### config.mk
export PLATFORM = sky130hd
export DESIGN_NAME = bounded_deque_with_search
export DESIGN_NICKNAME = d
export VERILOG_FILES = /design/src/hdl/bdq_pkg.sv /design/src/hdl/bdq_cell.sv /design/src/hdl/bdq_ctrl.sv /design/src/hdl/bounded_deque_with_search.sv
export SDC_FILE = /design/constraint.sdc
export NUM_CORES = 2
export LEC_CHECK = 0
export ABC_AREA = 1
export BUFFER_PORTS_ARGS = -buffer_cell sky130_fd_sc_hd__buf_2
export CORE_MARGIN = 1.5
export CORE_UTILIZATION = 48
export CTS_CLUSTER_SIZE = 12
export DETAILED_ROUTE_END_ITERATION = 8
export PLACE_DENSITY = 0.67
export SLEW_MARGIN = 20
export SYNTH_ARGS = -nofsm -noshare
export SYNTH_HDL_FRONTEND = slang
export SYNTH_SLANG_ARGS = --single-unit
### constraint.sdc
create_clock -name clk -period 6.2 [get_ports clk]
set_clock_uncertainty 0.05 [all_clocks]
set_input_delay 0.62 -clock clk [delete_from_list [all_inputs] [get_ports clk]]
set_output_delay 0.62 -clock clk [all_outputs]
set_load 0.02 [all_outputs]
### src/hdl/bdq_pkg.sv
// Shared types and constants for the bounded deque with search.
package bdq_pkg;

  localparam int DEPTH = 64;
  localparam int IDX_W = (DEPTH > 1) ? $clog2(DEPTH) : 1;
  localparam int CNT_W = $clog2(DEPTH + 1);
  localparam int EXT_W = (CNT_W > 7) ? CNT_W : 7;

  typedef enum logic [2:0] {
    OP_PUSH_BACK  = 3'd0,
    OP_PUSH_FRONT = 3'd1,
    OP_FIND       = 3'd2,
    OP_GET        = 3'd3,
    OP_POP_FRONT  = 3'd4
  } op_t;

  typedef enum logic [1:0] {
    ST_OK      = 2'd0,
    ST_FULL    = 2'd1,
    ST_RANGE   = 2'd2,
    ST_MISSING = 2'd3
  } status_t;

  typedef enum logic [1:0] {
    CH_HOLD,
    CH_UP,
    CH_DOWN
  } chain_mode_t;

  typedef enum logic {
    S_IDLE,
    S_SCAN
  } state_t;

  typedef struct packed {
    logic [2:0]         op;
    logic signed [31:0] value;
    logic [5:0]         position;
  } in_t;

  typedef struct packed {
    status_t            status;
    logic [5:0]         found_position;
    logic signed [31:0] read_word;
    logic [6:0]         entry_count;
  } out_t;

  typedef struct packed {
    chain_mode_t        mode;
    logic               load_en;
    logic [IDX_W-1:0]   load_idx;
    logic signed [31:0] word;
  } chain_ctl_t;

endpackage

### src/hdl/bdq_cell.sv
// One storage cell of the deque chain: holds one entry, shifts to either neighbor.
module bdq_cell (
  input  logic                       clk,
  input  bdq_pkg::chain_mode_t       mode,
  input  logic                       load,
  input  logic signed [31:0]         word,
  input  logic signed [31:0]         lower,
  input  logic signed [31:0]         upper,
  output logic signed [31:0]         data
);
  import bdq_pkg::*;

  logic signed [31:0] data_r;

  always_ff @(posedge clk) begin
    case (mode)
      CH_HOLD: begin
        if (load) begin
          data_r <= word;
        end
      end
      CH_UP:   data_r <= lower;
      CH_DOWN: data_r <= upper;
      default: data_r <= data_r;
    endcase
  end

  assign data = data_r;

endmodule

### src/hdl/bdq_ctrl.sv
// Request sequencer: entry count, rotation scan for find/get, result register.
module bdq_ctrl (
  input  logic                clk,
  input  logic                rst_n,
  input  logic                in_valid,
  output logic                in_ready,
  input  bdq_pkg::in_t        in_data,
  output logic                out_valid,
  input  logic                out_ready,
  output bdq_pkg::out_t       out_data,
  input  logic signed [31:0]  head,
  output bdq_pkg::chain_ctl_t ctl
);
  import bdq_pkg::*;

  state_t             state_r, state_nxt;
  logic [CNT_W-1:0]   count_r, count_nxt;
  logic [IDX_W-1:0]   idx_r, idx_nxt;
  logic               hit_r, hit_nxt;
  logic [IDX_W-1:0]   where_r, where_nxt;
  logic signed [31:0] got_r, got_nxt;
  in_t                req_r, req_nxt;
  logic               out_valid_r, out_valid_nxt;
  out_t               out_r, out_nxt;
  logic               accept;
  logic               res_wr;
  logic               full;
  logic               scan_last;
  logic [EXT_W-1:0]   idx_ext, count_ext, pos_ext, cnt_nxt_ext, where_ext;

  assign accept    = in_valid && in_ready;
  assign full      = (count_r >= CNT_W'(DEPTH));
  assign scan_last = (idx_r == IDX_W'(DEPTH - 1));
  assign idx_ext   = EXT_W'(idx_r);
  assign count_ext = EXT_W'(count_r);
  assign pos_ext   = EXT_W'(req_r.position);

  // next state
  always_comb begin
    state_nxt = state_r;
    case (state_r)
      S_IDLE: begin
        if (accept && (in_data.op == OP_FIND || in_data.op == OP_GET)) begin
          state_nxt = S_SCAN;
        end
      end
      S_SCAN: begin
        if (scan_last) begin
          state_nxt = S_IDLE;
        end
      end
      default: state_nxt = S_IDLE;
    endcase
  end

  // outputs and datapath
  always_comb begin
    in_ready    = (state_r == S_IDLE) && (!out_valid_r || out_ready);
    ctl.mode    = CH_HOLD;
    ctl.load_en = 1'b0;
    ctl.load_idx = count_r[IDX_W-1:0];
    ctl.word    = in_data.value;
    count_nxt   = count_r;
    idx_nxt     = idx_r;
    hit_nxt     = hit_r;
    where_nxt   = where_r;
    got_nxt     = got_r;
    req_nxt     = req_r;
    res_wr      = 1'b0;
    out_nxt.status    = ST_OK;
    out_nxt.read_word = '0;
    where_ext   = '0;

    case (state_r)
      S_IDLE: begin
        if (accept) begin
          case (in_data.op)
            OP_PUSH_BACK: begin
              res_wr = 1'b1;
              if (full) begin
                out_nxt.status = ST_FULL;
              end else begin
                ctl.load_en = 1'b1;
                count_nxt = count_r + 1'b1;
              end
            end
            OP_PUSH_FRONT: begin
              res_wr = 1'b1;
              if (full) begin
                out_nxt.status = ST_FULL;
              end else begin
                ctl.mode = CH_UP;
                count_nxt = count_r + 1'b1;
              end
            end
            OP_POP_FRONT: begin
              res_wr = 1'b1;
              if (count_r == '0) begin
                out_nxt.status = ST_RANGE;
              end else begin
                ctl.mode = CH_DOWN;
                count_nxt = count_r - 1'b1;
              end
            end
            OP_FIND, OP_GET: begin
              req_nxt   = in_data;
              idx_nxt   = '0;
              hit_nxt   = 1'b0;
              where_nxt = '0;
              got_nxt   = '0;
            end
            default: res_wr = 1'b1;
          endcase
        end
      end
      S_SCAN: begin
        // full rotation: cell 0 sees entry idx, order is restored when the rotation completes
        ctl.mode = CH_DOWN;
        idx_nxt  = idx_r + 1'b1;
        if (idx_ext < count_ext && !hit_r) begin
          if (req_r.op == OP_FIND && head == req_r.value) begin
            hit_nxt   = 1'b1;
            where_nxt = idx_r;
          end
          if (req_r.op == OP_GET && idx_ext == pos_ext) begin
            hit_nxt = 1'b1;
            got_nxt = head;
          end
        end
        if (scan_last) begin
          res_wr = 1'b1;
          if (req_r.op == OP_FIND) begin
            if (hit_nxt) begin
              where_ext = EXT_W'(where_nxt);
            end else begin
              out_nxt.status = ST_MISSING;
            end
          end else begin
            if (hit_nxt) begin
              out_nxt.read_word = got_nxt;
            end else begin
              out_nxt.status = ST_RANGE;
            end
          end
        end
      end
      default: ;
    endcase

    cnt_nxt_ext            = EXT_W'(count_nxt);
    out_nxt.entry_count    = cnt_nxt_ext[6:0];
    out_nxt.found_position = where_ext[5:0];

    out_valid_nxt = out_valid_r;
    if (res_wr) begin
      out_valid_nxt = 1'b1;
    end else if (out_ready) begin
      out_valid_nxt = 1'b0;
    end
  end

  always_ff @(posedge clk) begin
    if (!rst_n) begin
      state_r     <= S_IDLE;
      count_r     <= '0;
      out_valid_r <= 1'b0;
    end else begin
      state_r     <= state_nxt;
      count_r     <= count_nxt;
      out_valid_r <= out_valid_nxt;
    end
  end

  always_ff @(posedge clk) begin
    idx_r   <= idx_nxt;
    hit_r   <= hit_nxt;
    where_r <= where_nxt;
    got_r   <= got_nxt;
    req_r   <= req_nxt;
    if (res_wr) begin
      out_r <= out_nxt;
    end
  end

  assign out_valid = out_valid_r;
  assign out_data  = out_r;

endmodule

### src/hdl/bounded_deque_with_search.sv
// Bounded deque with search: top level, chain of entry cells plus sequencer.
// For insert back, insert front, remove front and unused op codes, the result
// is registered at the edge that accepts the item. Find and get use the
// accepting cycle, then one full rotation of the cell chain past cell 0,
// where the single comparator sits; the result is registered at the last
// rotation step. One item is in work at a time, and a new item is accepted
// while the previous result is being taken.
module bounded_deque_with_search (
  input  logic          clk,
  input  logic          rst_n,
  input  logic          in_valid,
  output logic          in_ready,
  input  bdq_pkg::in_t  in_data,
  output logic          out_valid,
  input  logic          out_ready,
  output bdq_pkg::out_t out_data
);
  import bdq_pkg::*;

  chain_ctl_t         ctl;
  logic signed [31:0] cell_data [DEPTH];

  bdq_ctrl u_ctrl (
    .clk       (clk),
    .rst_n     (rst_n),
    .in_valid  (in_valid),
    .in_ready  (in_ready),
    .in_data   (in_data),
    .out_valid (out_valid),
    .out_ready (out_ready),
    .out_data  (out_data),
    .head      (cell_data[0]),
    .ctl       (ctl)
  );

  for (genvar i = 0; i < DEPTH; i++) begin : g_cell
    logic signed [31:0] lower;
    logic signed [31:0] upper;
    logic               load;

    if (i == 0) begin : g_first
      assign lower = ctl.word;
    end else begin : g_mid
      assign lower = cell_data[i-1];
    end
    if (i == DEPTH - 1) begin : g_last
      assign upper = cell_data[0];
    end else begin : g_next
      assign upper = cell_data[i+1];
    end

    assign load = ctl.load_en && (ctl.load_idx == IDX_W'(i));

    bdq_cell u_cell (
      .clk   (clk),
      .mode  (ctl.mode),
      .load  (load),
      .word  (ctl.word),
      .lower (lower),
      .upper (upper),
      .data  (cell_data[i])
    );
  end

endmodule

==> results.txt <==
Placed Area - 112000 sq um
Largest net degree at the start of global routing - 240
Syn Inst Count - 11.9k
Syn_nets - 12.0k
Die footprint - 229000 sq um
Critical-path cell list - inv_1, ha_1, inv_1, nor2_4, nand2_2, nor2_4, nor2_4, inv_1, o21ai_0, inv_1, ha_1, buf_4, inv_8, buf_12, o22ai_1, nand2_1, nand2_1
Post-Route WL - 296000 microns
WL met2 - 133000 microns
CTS H-tree depth - 4
CTS buffer count - 229
Layout area overhead - 9.76%
Final hold vios - 0
DRT Pass-1 Iters - 6
RePlAce Congestion - 0.834
Final period util - 0.775
Number of flops mapped to enable cells by yosys - 2181
Post-route setup TNS - 0 ns
First-pass GRT wire length - 457000 microns
Most used cell, CP - inv_1
Dpl ws - 1.59 ns
Synth Flop Type - edfxtp_1
Crit Reg-Reg Startpoint - u_ctrl.count_ext[1]
Unrepaired setup endpoints after global routing - no
Worst Min Path Start - in_data[12]
Setup CP Type - reg2reg
Root Driver - clkbuf_16
Worst Path Required - 6.73 ns
Worst Hold End - u_ctrl.req_r[12]
Initial antenna violation count - 4
Max clock buf depth - 3
Share of cells above drive strength 1 - 0.0654
DR top layer - met5
Worst setup margin - 1.40 ns
Detailed Route Iter0 Violations - 11.8k
Hpwl dp - 178000 microns
DRC - 0
Clock transition at path regs - 0.06 ns
Critical path capture point type - register
Register-to-Register Setup Slack - 1.40 ns
Die Width - 478 microns
Count leader, synth - nand2_1
Core ar. - 225000 sq um
Hold path depth - 1
WHS - 0.0681 ns
Critical path data arrival time - 5.33 ns
Critical path buffers and inverters - 7
DR WL met3 - 29100 microns
Initial core utilization - 0.482
Synth Warn # - 0
Hold Crit Class - in2reg
Async S/R FF share, synth - 0
Commonest cells post-synth - 4338 x nand2_1, 2181 x edfxtp_1, 2054 x inv_1, 1954 x o22ai_1, 671 x clkbuf_1
Cells after DPL - 14.3k
Static leakage - 50.0 nW
Seq cells post-synth - 2190
DR WL/cell - 20.1 microns
Status - finished clean
Area leader, netlist - edfxtp_1
Post-route cell area - 119000 sq um
Avg Cell Area, Syn - 9.09 sq um
R2R depth - 17
Vias per cell - 5.63
Slowest Stage Delay on Critical Path - 0.60 ns
Maximum Capacitance Violations - 0
Pins Over Slew Limit - 0
Fmax - 208 MHz
Clk Latency, worst-skew pair - 0.88 ns
CP max-delay cell - buf_12
Register area share after synthesis - 0.606
Yosys cell types - 43
Ranking of synthesized cells by area - edfxtp_1 60%, nand2_1 15%, o22ai_1 11%
TritonCTS clock tree - built
Crit Path Max Fanout - 172
Mapped Area - 108000 sq um
DIE HEIGHT - 478 microns
Finish-stage setup viols - 0
Critical path's top delay family - buffers and inverters
Overflow after GRT - 0
Resized Gates After CTS - 0
Ports - 94
Worst flop-to-flop path endpoint - g_cell[28].u_cell.data[15]
Slew @ Worst Pin - 1.22 ns
Max_slew headroom - 0.184
Worst vdd ir - 0.287 mV
Final Util - 0.529
Element type at the critical path start - register
PD cells - 294 nW/um^2
ANT nets after route - 0
Synth top area share - 0.604
Routed via count - 83.0k
Row count - 174
All-Layer GR Usage - 0.253
Wl on met1 - 127000 microns
Vias in the first global route - 77.0k
I/O Buffers - 93
Crit path time final - 4.80 ns
Total power draw - 35.0 mW
Fin nets - 11.6k
Non-filler cells, final - 14.7k
Sink Count - 2190
==> how the worst max path moves through the flow <==
stage	slack (ns)	depth (start not counted)	endpoint	startpoint
after detailed placement	1.59	14	g_cell[29].u_cell.data[18]	u_ctrl.count_ext[1]
after floorplan	1.11	6	u_ctrl.out_data[0]	out_ready
after global placement	1.60	11	g_cell[29].u_cell.data[18]	in_data[38]
after CTS	1.54	17	g_cell[28].u_cell.data[15]	u_ctrl.count_ext[1]
final	1.40	17	g_cell[28].u_cell.data[15]	u_ctrl.count_ext[1]
after global routing	1.15	17	g_cell[28].u_cell.data[19]	u_ctrl.count_ext[1]
==> repair_timing <==
item | 4_1_cts | 5_1_grt
hold endpoints to repair | 50 | 0
hold buffers | 38 | 0
setup buffers | 0 | 0
==> kinds of logic (layout without fill, tap and decap cells) <==
group,after synthesis,count (layout),share of synthesized area
xor gates and xnor gates,35,35,0.00283
other,0,3,0
adders and majority gates,14,14,0.00162
DFF,2190,2190,0.606
and+or+nand+nor,4552,4552,0.161
AOI/OAI and AO/OA,2157,2157,0.123
buffers and inverters,2978,2803,0.105
==> report_power, final <==
part           leakage, nW  internal [mW]  total [mW]  switching (mW)
clock network         3.30           6.92        12.7            5.80
registers             20.4           17.6        17.9           0.257
logic                 26.3           1.05        4.34            3.29
==> registers in the layout, summed over array words and instances, names as in the netlist <==
name	flops
u_ctrl.out_valid	1
u_ctrl.req_r	35
u_ctrl.count_ext	7
u_ctrl.where_r	6
u_ctrl.got_r	32
g_cell.u_cell.data	2048
u_ctrl.out_data	47
u_ctrl.idx_r	6
u_ctrl.hit_r	1
u_ctrl.state_r	1
u_ctrl.pos_ext	6
==> worst register-to-register path, cell delays in order (launching register included) <==
cell and delay, ns:
dfxtp_1 0.41, inv_1 0.13, ha_1 0.19, inv_1 0.20, nor2_4 0.11, nand2_2 0.12, nor2_4 0.05, nor2_4 0.15
inv_1 0.07, o21ai_0 0.51, inv_1 0.20, ha_1 0.25, buf_4 0.31, inv_8 0.60, buf_12 0.66, o22ai_1 0.34
nand2_1 0.11, nand2_1 0.06
==> cell usage in the layout (no fill, tap or decap), types with 44 or more instances in the layout <==
cell type | synthesis | layout
a21oi_4 | 0 | 64
buf_2 | 141 | 93
nor2_1 | 87 | 87
inv_1 | 2054 | 2053
clkinv_1 | 2 | 68
edfxtp_1 | 2181 | 2181
clkbuf_1 | 671 | 58
o21ai_0 | 82 | 81
nand3_1 | 62 | 62
nand2_1 | 4338 | 4305
o22ai_1 | 1954 | 1954
clkbuf_16 | 0 | 231
buf_12 | 0 | 44
buf_4 | 2 | 150
==> cell type report <==
class / instances / area, sq um
sequential: 2190 / 65700
multi-input combinational: 6758 / 32100
timing repair buffer: 327 / 2900
clock buffer: 289 / 6000
inverter: 2066 / 7770
clock inverter: 121 / 748
tap: 2992 / 3740
antenna: 3 / 7.51
fill: 19900 / 106000
==> per-layer routing <==
layer | global-route usage | up-vias
met3 | 0.0417 | 423
met5 | 0 | -
met4 | 0.0704 | 2
li1 | - | 39000
met1 | 0.375 | 39700
met2 | 0.383 | 3963
No activity file was read; power rests on OpenSTA's default activity.
